<file path="src/rtl/core/kmascii_pkg.sv">
`timescale 1ns / 1ps
// ----------------------------------------------------------------------------
// kmascii_pkg
// Shared types, constants and key translation tables for the matrix scanner.
// ----------------------------------------------------------------------------
package kmascii_pkg;

  localparam int NUM_ROWS    = 10;
  localparam int ROW_W       = 8;
  localparam int CHAR_W      = 8;
  localparam int KEY_IDX_W   = 7;
  localparam int QUEUE_DEPTH = 8;
  localparam int PTR_W       = (QUEUE_DEPTH > 1) ? $clog2(QUEUE_DEPTH) : 1;
  localparam int TABLE_LEN   = NUM_ROWS * ROW_W;

  localparam int SHIFT_ROW = 8;
  localparam int CTRL_ROW  = 9;
  localparam int CAPS_ROW  = 6;
  localparam int CTRL_BIT  = 7;
  localparam int CAPS_BIT  = 5;

  localparam logic [ROW_W-1:0]  SHIFT_MASK    = 8'h21;
  localparam logic [ROW_W-1:0]  SHIFT_ROW_SRCH = 8'hde;
  localparam logic [CHAR_W-1:0] CTRL_KEEP     = 8'h1f;

  typedef enum logic {
    CMD_SCAN = 1'b0,
    CMD_POP  = 1'b1
  } cmd_e;

  typedef enum logic [1:0] {
    TBL_SEL_NORMAL = 2'd0,
    TBL_SEL_SHIFT  = 2'd1,
    TBL_SEL_CAPS   = 2'd2
  } tbl_sel_e;

  typedef logic [NUM_ROWS-1:0][ROW_W-1:0] rows_t;

  // Decoder result for one scan.
  typedef struct packed {
    logic [CHAR_W-1:0] ch;
    logic              caps_key;
  } scan_res_t;

  localparam logic [CHAR_W-1:0] TBL_NORMAL [TABLE_LEN] = '{
    8'h31, 8'h33, 8'h35, 8'h37, 8'h39, 8'h2d, 8'h00, 8'h00,
    8'h32, 8'h34, 8'h36, 8'h38, 8'h30, 8'h00, 8'h00, 8'h00,
    8'h71, 8'h65, 8'h74, 8'h75, 8'h6f, 8'h3d, 8'h00, 8'h00,
    8'h77, 8'h72, 8'h79, 8'h69, 8'h70, 8'h00, 8'h00, 8'h00,
    8'h61, 8'h64, 8'h67, 8'h6a, 8'h6c, 8'h00, 8'h00, 8'h00,
    8'h73, 8'h66, 8'h68, 8'h6b, 8'h3b, 8'h00, 8'h00, 8'h00,
    8'h7a, 8'h63, 8'h62, 8'h6d, 8'h2e, 8'h00, 8'h00, 8'h00,
    8'h78, 8'h76, 8'h6e, 8'h2c, 8'h2f, 8'h00, 8'h00, 8'h00,
    8'h00, 8'h08, 8'h00, 8'h0c, 8'h0d, 8'h00, 8'h00, 8'h00,
    8'h1e, 8'h20, 8'h0a, 8'h00, 8'h00, 8'h00, 8'h00, 8'h00
  };

  localparam logic [CHAR_W-1:0] TBL_CAPS [TABLE_LEN] = '{
    8'h31, 8'h33, 8'h35, 8'h37, 8'h39, 8'h2d, 8'h00, 8'h00,
    8'h32, 8'h34, 8'h36, 8'h38, 8'h30, 8'h00, 8'h00, 8'h00,
    8'h51, 8'h45, 8'h54, 8'h55, 8'h4f, 8'h3d, 8'h00, 8'h00,
    8'h57, 8'h52, 8'h59, 8'h49, 8'h50, 8'h00, 8'h00, 8'h00,
    8'h41, 8'h44, 8'h47, 8'h4a, 8'h4c, 8'h00, 8'h00, 8'h00,
    8'h53, 8'h46, 8'h48, 8'h4b, 8'h3b, 8'h00, 8'h00, 8'h00,
    8'h5a, 8'h43, 8'h42, 8'h4d, 8'h2e, 8'h00, 8'h00, 8'h00,
    8'h58, 8'h56, 8'h4e, 8'h2c, 8'h2f, 8'h00, 8'h00, 8'h00,
    8'h00, 8'h08, 8'h00, 8'h0c, 8'h0d, 8'h00, 8'h00, 8'h00,
    8'h1e, 8'h20, 8'h0a, 8'h00, 8'h00, 8'h00, 8'h00, 8'h00
  };

  localparam logic [CHAR_W-1:0] TBL_SHIFT [TABLE_LEN] = '{
    8'h21, 8'h23, 8'h25, 8'h27, 8'h29, 8'h2b, 8'h00, 8'h00,
    8'h22, 8'h24, 8'h26, 8'h28, 8'h00, 8'h00, 8'h00, 8'h00,
    8'h3c, 8'h00, 8'h5d, 8'h40, 8'h3a, 8'h2a, 8'h00, 8'h00,
    8'h3e, 8'h5b, 8'h5c, 8'h3f, 8'h5e, 8'h00, 8'h00, 8'h00,
    8'h00, 8'h00, 8'h00, 8'h00, 8'h00, 8'h00, 8'h00, 8'h00,
    8'h00, 8'h00, 8'h00, 8'h00, 8'h00, 8'h00, 8'h00, 8'h00,
    8'h00, 8'h00, 8'h00, 8'h00, 8'h00, 8'h00, 8'h00, 8'h00,
    8'h00, 8'h00, 8'h00, 8'h60, 8'h00, 8'h00, 8'h00, 8'h00,
    8'h00, 8'h00, 8'h00, 8'h01, 8'h0a, 8'h00, 8'h00, 8'h00,
    8'h1a, 8'h20, 8'h0b, 8'h00, 8'h00, 8'h00, 8'h00, 8'h00
  };

  function automatic logic [CHAR_W-1:0] key_lookup(tbl_sel_e sel, logic [KEY_IDX_W-1:0] idx);
    logic [CHAR_W-1:0] ch;
    ch = '0;
    if (idx < KEY_IDX_W'(TABLE_LEN)) begin
      case (sel)
        TBL_SEL_SHIFT: ch = TBL_SHIFT[idx];
        TBL_SEL_CAPS:  ch = TBL_CAPS[idx];
        default:       ch = TBL_NORMAL[idx];
      endcase
    end
    return ch;
  endfunction

  function automatic logic [PTR_W-1:0] ptr_next(logic [PTR_W-1:0] p);
    return (p == PTR_W'(QUEUE_DEPTH - 1)) ? '0 : p + PTR_W'(1);
  endfunction

endpackage

</file>
<file path="src/rtl/core/keyboard_matrix_to_ascii_fifo_unit.sv">
`timescale 1ns / 1ps
// ----------------------------------------------------------------------------
// keyboard_matrix_to_ascii_fifo_unit
// Key matrix scanner with an 8-entry character ring and caps lock.
// ----------------------------------------------------------------------------
// Each input transaction is either a scan tick (tuser = 0) carrying ten
// 8-bit matrix rows in tdata, or a pop (tuser = 1) whose tdata is ignored.
// A scan picks the first pressed key (row 0 first, lowest bit first; row 8
// shift bits are never picked), translates it with the shift, caps or
// normal table, folds it to a control code while ctrl is held, and pushes
// it into the ring when it is non-zero and differs from the last scan's
// character. A rising edge on the caps key toggles caps lock; the table
// choice uses caps lock from before that toggle. Every transaction yields
// exactly one output transaction: the popped byte (zero on a scan), a
// key-ready flag (ring pointers differ) and the caps lock lamp state.
// The ring never refuses a push and a pop on an empty ring still advances,
// so keep the consumer polling key_ready. Throughput is one transaction
// per clock while the output is not back-pressured. An item passes the
// input register and then the result register, with the ring and scan
// state updated as it moves from the first into the second. Back-pressure
// on the output holds both stages; an empty input register still accepts.
// ----------------------------------------------------------------------------
module keyboard_matrix_to_ascii_fifo_unit (
  input  logic        clk_i,
  input  logic        rst_ni,
  input  logic        s_axis_tvalid,
  output logic        s_axis_tready,
  input  logic [79:0] s_axis_tdata,   // row_0 [7:0], row_1 [15:8], ... row_9 [79:72]
  input  logic        s_axis_tuser,   // cmd [0]
  output logic        m_axis_tvalid,
  input  logic        m_axis_tready,
  output logic [15:0] m_axis_tdata    // key_byte [7:0], key_ready [8], caps_on [9], zero [15:10]
);

  localparam int OUT_W = kmascii_pkg::CHAR_W + 2;

  // Input stage
  logic                  in_valid_d, in_valid_q;
  kmascii_pkg::cmd_e     in_cmd_q;
  kmascii_pkg::rows_t    in_rows_q;

  // Scan / ring state
  logic [kmascii_pkg::CHAR_W-1:0] queue_q [kmascii_pkg::QUEUE_DEPTH];
  logic [kmascii_pkg::PTR_W-1:0]  wr_ptr_d, wr_ptr_q;
  logic [kmascii_pkg::PTR_W-1:0]  rd_ptr_d, rd_ptr_q;
  logic [kmascii_pkg::CHAR_W-1:0] last_char_d, last_char_q;
  logic                           last_caps_d, last_caps_q;
  logic                           caps_lock_d, caps_lock_q;

  // Result stage
  logic                  out_valid_d, out_valid_q;
  logic [OUT_W-1:0]      out_data_d, out_data_q;

  logic                     s_fire, m_fire, step_adv, step_fire;
  logic                     push;
  logic [kmascii_pkg::CHAR_W-1:0] pop_byte;
  kmascii_pkg::scan_res_t   scan;

  assign s_fire    = s_axis_tvalid && s_axis_tready;
  assign m_fire    = m_axis_tvalid && m_axis_tready;
  assign step_adv  = !out_valid_q || m_axis_tready;
  assign step_fire = in_valid_q && step_adv;

  // Take a new item whenever the input register is empty or moves on.
  assign s_axis_tready = !in_valid_q || step_adv;

  always_comb begin
    in_valid_d = in_valid_q;
    if (s_fire) begin
      in_valid_d = 1'b1;
    end else if (step_fire) begin
      in_valid_d = 1'b0;
    end
  end

  always_ff @(posedge clk_i or negedge rst_ni) begin
    if (!rst_ni) begin
      in_valid_q <= 1'b0;
    end else begin
      in_valid_q <= in_valid_d;
    end
  end

  always_ff @(posedge clk_i) begin
    if (s_fire) begin
      in_cmd_q  <= kmascii_pkg::cmd_e'(s_axis_tuser);
      in_rows_q <= s_axis_tdata;
    end
  end

  kmascii_decode u_decode (
    .rows_i      (in_rows_q),
    .caps_lock_i (caps_lock_q),
    .res_o       (scan)
  );

  assign pop_byte = queue_q[rd_ptr_q];

  // State update for the item leaving the input register.
  always_comb begin
    wr_ptr_d    = wr_ptr_q;
    rd_ptr_d    = rd_ptr_q;
    last_char_d = last_char_q;
    last_caps_d = last_caps_q;
    caps_lock_d = caps_lock_q;
    push        = 1'b0;
    if (step_fire) begin
      if (in_cmd_q == kmascii_pkg::CMD_POP) begin
        rd_ptr_d = kmascii_pkg::ptr_next(rd_ptr_q);
      end else begin
        push        = (scan.ch != '0) && (scan.ch != last_char_q);
        if (push) begin
          wr_ptr_d = kmascii_pkg::ptr_next(wr_ptr_q);
        end
        last_char_d = scan.ch;
        last_caps_d = scan.caps_key;
        if (scan.caps_key && !last_caps_q) begin
          caps_lock_d = !caps_lock_q;
        end
      end
    end
  end

  always_ff @(posedge clk_i or negedge rst_ni) begin
    if (!rst_ni) begin
      wr_ptr_q    <= '0;
      rd_ptr_q    <= '0;
      last_char_q <= '0;
      last_caps_q <= 1'b0;
      caps_lock_q <= 1'b0;
    end else begin
      wr_ptr_q    <= wr_ptr_d;
      rd_ptr_q    <= rd_ptr_d;
      last_char_q <= last_char_d;
      last_caps_q <= last_caps_d;
      caps_lock_q <= caps_lock_d;
    end
  end

  // Ring storage, no reset: unwritten entries are never meant to be read.
  always_ff @(posedge clk_i) begin
    if (push) begin
      queue_q[wr_ptr_q] <= scan.ch;
    end
  end

  // Result register
  always_comb begin
    out_valid_d = out_valid_q;
    if (step_fire) begin
      out_valid_d = 1'b1;
    end else if (m_fire) begin
      out_valid_d = 1'b0;
    end
  end

  assign out_data_d = {caps_lock_d,
                       (rd_ptr_d != wr_ptr_d),
                       (in_cmd_q == kmascii_pkg::CMD_POP) ? pop_byte : '0};

  always_ff @(posedge clk_i or negedge rst_ni) begin
    if (!rst_ni) begin
      out_valid_q <= 1'b0;
    end else begin
      out_valid_q <= out_valid_d;
    end
  end

  always_ff @(posedge clk_i) begin
    if (step_fire) begin
      out_data_q <= out_data_d;
    end
  end

  assign m_axis_tvalid = out_valid_q;
  assign m_axis_tdata  = {(16 - OUT_W)'(0), out_data_q};

`ifndef SYNTH
  // Caps lock only flips on a completed scan.
  a_caps_only_on_scan: assert property (@(posedge clk_i) disable iff (!rst_ni)
    (caps_lock_q != $past(caps_lock_q))
      |-> $past(step_fire && (in_cmd_q == kmascii_pkg::CMD_SCAN)))
    else $error("caps lock changed without a scan");

  // Read pointer only moves on a completed pop.
  a_rd_only_on_pop: assert property (@(posedge clk_i) disable iff (!rst_ni)
    (rd_ptr_q != $past(rd_ptr_q))
      |-> $past(step_fire && (in_cmd_q == kmascii_pkg::CMD_POP)))
    else $error("read pointer moved without a pop");

  // A freshly loaded result reflects the updated caps lock state.
  a_result_caps: assert property (@(posedge clk_i) disable iff (!rst_ni)
    $past(step_fire) |-> (m_axis_tvalid && (m_axis_tdata[9] == caps_lock_q)))
    else $error("result caps bit disagrees with caps lock");
`endif

endmodule

</file>
<file path="src/rtl/core/kmascii_decode.sv">
`timescale 1ns / 1ps
// ----------------------------------------------------------------------------
// kmascii_decode
// Combinational scan decode: key pick, table translate, ctrl fold.
// ----------------------------------------------------------------------------
module kmascii_decode (
  input  kmascii_pkg::rows_t      rows_i,
  input  logic                    caps_lock_i,
  output kmascii_pkg::scan_res_t  res_o
);

  kmascii_pkg::tbl_sel_e                 tbl_sel;
  logic [kmascii_pkg::KEY_IDX_W-1:0]     key_idx;
  logic                                  key_hit;
  logic [kmascii_pkg::CHAR_W-1:0]        raw_ch;
  logic [kmascii_pkg::CHAR_W-1:0]        ch;

  always_comb begin
    if ((rows_i[kmascii_pkg::SHIFT_ROW] & kmascii_pkg::SHIFT_MASK) != '0) begin
      tbl_sel = kmascii_pkg::TBL_SEL_SHIFT;
    end else if (caps_lock_i) begin
      tbl_sel = kmascii_pkg::TBL_SEL_CAPS;
    end else begin
      tbl_sel = kmascii_pkg::TBL_SEL_NORMAL;
    end
  end

  // Priority pick: lowest row first, lowest bit within row. Rows scanned
  // high to low so the lowest hit overwrites.
  always_comb begin
    logic [kmascii_pkg::ROW_W-1:0] v;
    key_idx = '0;
    key_hit = 1'b0;
    for (int r = kmascii_pkg::NUM_ROWS - 1; r >= 0; r--) begin
      v = rows_i[r];
      if (r == kmascii_pkg::SHIFT_ROW) begin
        v = v & kmascii_pkg::SHIFT_ROW_SRCH;
      end
      if (v != '0) begin
        key_hit = 1'b1;
        for (int b = kmascii_pkg::ROW_W - 1; b >= 0; b--) begin
          if (v[b]) begin
            key_idx = kmascii_pkg::KEY_IDX_W'(r * kmascii_pkg::ROW_W + b);
          end
        end
      end
    end
  end

  assign raw_ch = key_hit ? kmascii_pkg::key_lookup(tbl_sel, key_idx) : '0;

  // Ctrl folds A.._ and a..z to control codes; '@' is left alone.
  always_comb begin
    ch = raw_ch;
    if (rows_i[kmascii_pkg::CTRL_ROW][kmascii_pkg::CTRL_BIT]
        && (raw_ch inside {[8'h41:8'h5f], [8'h61:8'h7a]})) begin
      ch = raw_ch & kmascii_pkg::CTRL_KEEP;
    end
  end

  assign res_o.ch       = ch;
  assign res_o.caps_key = rows_i[kmascii_pkg::CAPS_ROW][kmascii_pkg::CAPS_BIT];

endmodule

</file>
<file path="config.mk">
export PLATFORM = sky130hd
export DESIGN_NAME = keyboard_matrix_to_ascii_fifo_unit
export DESIGN_NICKNAME = d
export VERILOG_FILES = /design/src/rtl/core/kmascii_pkg.sv /design/src/rtl/core/keyboard_matrix_to_ascii_fifo_unit.sv /design/src/rtl/core/kmascii_decode.sv
export SDC_FILE = /design/constraint.sdc
export NUM_CORES = 1
export LEC_CHECK = 0
export BUFFER_PORTS_ARGS = -buffer_cell sky130_fd_sc_hd__buf_4
export CORE_ASPECT_RATIO = 2
export CORE_MARGIN = 2
export CORE_UTILIZATION = 42
export DETAILED_ROUTE_END_ITERATION = 8
export PLACE_DENSITY = 0.65
export REMOVE_ABC_BUFFERS = 1
export SLEW_MARGIN = 0
export SYNTH_ARGS = -nofsm -noshare
export SYNTH_HDL_FRONTEND = slang
export SYNTH_SLANG_ARGS = --single-unit
</file>
<file path="constraint.sdc">
create_clock -name clk_i -period 5.3 [get_ports clk_i]
set_input_delay 0.265 -clock clk_i [delete_from_list [all_inputs] [get_ports clk_i]]
set_output_delay 0.265 -clock clk_i [all_outputs]
set_load 0.02 [all_outputs]
</file>
==> flow_summary.json <==
{
  "fin_skew_ps": 13.9,
  "worstSetupStartpointType": "flip-flop",
  "synth_top_cell_by_area": "edfxtp_1",
  "status": "finished with violations",
  "cp_max_fo": 7,
  "synth-edff-count": 146,
  "synth_top_area_share_pct": 51.1,
  "synthCells": 718,
  "antenna_found_initial": 0,
  "fp.dieH_um": 206,
  "ys_types": 82,
  "yosysSeqAreaShare_pct": 56.1,
  "hpwl_mm": 18.0,
  "yosysWarnings": 0,
  "routedWlPerCell_um": 19.5,
  "arrival_ps": 5500,
  "core-area_um2": 20200,
  "violations": "setup timing",
  "wirelength_mm": 26.1,
  "drc": 0,
  "slew_viol_final": 0,
  "cap_violations": 0,
  "cts_made_buffers": 17,
  "syn2layout_area_growth_pct": 44.4,
  "n_antenna_cell": 0,
  "period_share_pct": 100,
  "cp.required_ps": 5490,
  "clkSlewWorstSetupHoldPaths_ps": 70,
  "hold_violations": 0,
  "end_kind": "flip-flop",
  "place_area_um2": 10700,
  "post-route-min-period_ps": 5300,
  "worst_path_largest_cell_delay_ps": 560,
  "final_cell_area_um2": 12400,
  "die_area_um2": 21600,
  "die_w_um": 105,
  "synthTopCellsByArea": "edfxtp_1 51%, dfrtp_1 5.0%, mux4_2 3.9%",
  "io_buffers": 95,
  "initial_core_util_pct": 42.5,
  "clockBufferDepth": 2,
  "placedCellCount": 1217,
  "drive_gt1_share_pct": 34.9,
  "synth_ff_type": "edfxtp_1",
  "rows": 74,
  "grt.overflow.total": 0,
  "fmax_mhz": 189,
  "cts_tree": "built",
  "grt_pass1_wl_mm": 40.3,
  "synth_area_per_cell_um2": 11.9,
  "cts_num_sinks": 163,
  "cp_cell_sequence": "or4_4 > or3_4 > a221o_1 > o211a_4 > o211a_4 > ha_4 > mux4_2 > a31oi_1 > o31ai_1 > o21ai_1 > and3b_2 > a211oi_4 > buf_4 > o31a_1 > o21a_4 > or4_4 > nand4_1 > nand4b_1",
  "num_vias": 7667,
  "maxSlewHeadroom_pct": 32.0,
  "antenna_left": 0,
  "dr.first_iter.drc_count": 522,
  "grt_max_degree": 63,
  "rsz0062_at_grt": "yes",
  "stdcell_count": 1337,
  "clk_latency_ps": 450,
  "total_leakage_power_uw": 0.00470,
  "layout.nets": 1155,
  "grt.total_usage_pct": 24.4,
  "async_flop_share_pct": 10.4,
  "place.gp.congestion": 0.935,
  "drtPass1Iterations": 5,
  "ir_drop_v": 0.000257,
  "setup_viol": 1,
  "ys_ff_latch": 163,
  "hp-class": "in2reg",
  "setup_ws_ps": -2.69,
  "p_per_area_nw_per_um2": 302,
  "syn-cell-area_um2": 8570,
  "via_per_inst": 5.73,
  "worstSetupPathType": "reg2reg",
  "critPathSlowestCell": "or4_4",
  "tightest_slew_ps": 1020,
  "pin_count": 103,
  "grt_pass1_vias": 7493,
  "htreeDepth": 4,
  "setup_tns_ps": -2.69,
  "clock-root-buffer": "clkbuf_16"
}
-- cells by family (layout without fill, tap and decap cells) --
| logic type | count (synthesis) | after routing | synth area share, % |
|---|---|---|---|
| compound gates | 171 | 171 | 15.4 |
| xor+xnor | 6 | 6 | 0.613 |
| fa+ha+maj | 12 | 12 | 1.75 |
| buf+inv | 58 | 405 | 3.06 |
| flops | 163 | 163 | 56.1 |
| mux | 32 | 32 | 6.00 |
| other cells | 1 | 7 | 0.0437 |
| simple gates | 275 | 275 | 17.0 |
-- path summary, 6_finish.rpt --
| check | end | start | cells after the start | slack, ps |
|---|---|---|---|---|
| max | out_data_q[8]$_DFFE_PP_ | in_rows_q[46]$_DFFE_PP_ | 18 | -3 |
| min | in_valid_q$_DFFE_PN0P_ | s_axis_tvalid | 2 | 40 |
| max reg2reg | out_data_q[8]$_DFFE_PP_ | in_rows_q[46]$_DFFE_PP_ | 18 | -3 |
| min reg2reg | last_caps_q$_DFFE_PN0P_ | last_caps_q$_DFFE_PN0P_ | 2 | 470 |
| max in group asynchronous | m_axis_tvalid$_DFFE_PN0P_ | rst_ni | 2 | 4860 |
| min in group asynchronous | wr_ptr_q[1]$_DFF_PN0_ | rst_ni | 2 | 220 |
-- sequential cells by signal, summed over array words and instances (netlist names) --
register,count
in_rows_q,80
queue_q,56
out_data_q,9
last_char_q,7
rd_ptr_q,3
wr_ptr_q,3
caps_lock_q,1
in_cmd_q,1
in_valid_q,1
last_caps_q,1
m_axis_tvalid,1
-- power breakdown --
| group | total [uW] | internal [uW] | leakage [uW] | switching [uW] |
|---|---|---|---|---|
| Combinational | 815 | 442 | 0.00285 | 373 |
| Sequential | 1720 | 1540 | 0.00157 | 177 |
| Clock | 1210 | 631 | 0.000282 | 574 |
| Total | 3740 | 2610 | 0.00470 | 1120 |
-- repair_timing --
item,4_1_cts,5_1_grt
resized for setup,21,29
setup endpoints to repair,59,60
pin swaps,3,22
endpoints found under the hold margin,98,0
hold buffers,82,0
setup buffers,2,5
-- critical path, delay by kind of cell, from the launching register on --
| kind | cells | cell delay [ps] |
|---|---|---|
| adder cells (fa/ha/maj) | 1 | 280 |
| multiplexers | 1 | 480 |
| flip-flops | 1 | 380 |
| AND/OR/NAND/NOR | 6 | 1880 |
| buffers and inverters | 1 | 140 |
| AO/OA/AOI/OAI | 9 | 1880 |
-- area by class of cell --
cell class | instances | area (um2)
multi-input cells | 503 | 3740
fillers | 1574 | 7800
repair buffers | 344 | 2820
well taps | 266 | 333
clock inverters | 15 | 154
clock buffers | 17 | 425
inverters | 29 | 111
flip-flops and latches | 163 | 4810
-- per-layer routing --
metal  GRT usage, %  up-vias  share of wire [%]
met5              0        -                  0
met4           12.4        0                3.7
met3           4.42       53                4.6
met2           40.4      272                 50
met1           30.5     3788                 42
li1               -     3554                  -
-- Yosys cell counts, types with 9 or more instances --
library cell,count
or4_1,15
a31oi_1,9
ha_1,12
mux2i_1,12
nor2_1,64
o21ai_0,19
o31ai_1,10
mux4_2,15
nor2b_1,13
nor4_1,27
a211oi_1,14
a21oi_1,20
buf_4,10
nand2_1,50
o211ai_1,11
inv_1,26
dfrtp_1,17
nand4_1,12
clkbuf_1,9
nand3_1,22
edfxtp_1,146
nor3_1,20
-- cells in the final DEF (no fill, tap or decap), types with 15 or more instances in the layout --
master           n
buf_4          257
edfxtp_1       146
dlygate4sd3_1   82
nor2_1          62
nand2_1         48
inv_1           26
nand3_1         22
nor4_1          21
a21oi_1         20
nor3_1          19
o21ai_0         17
dfrtp_1         17
clkbuf_16       17
mux4_2          15
-- per-stage QoR --
step | utilization (%) | setup WS, ps | power [uW] | hold WS (ps)
detailed placement | 53.1 | -359 | 2460 | 154
floorplan | - | -518 | 2110 | -30.6
global route | 61.4 | -183 | 3900 | 33.4
CTS | 60.6 | 8.58 | 3730 | 7.31
finish | 61.4 | -2.69 | 3740 | 37.4
global placement | 53.1 | -288 | 2430 | 146
(Power assumes the default switching activity.)
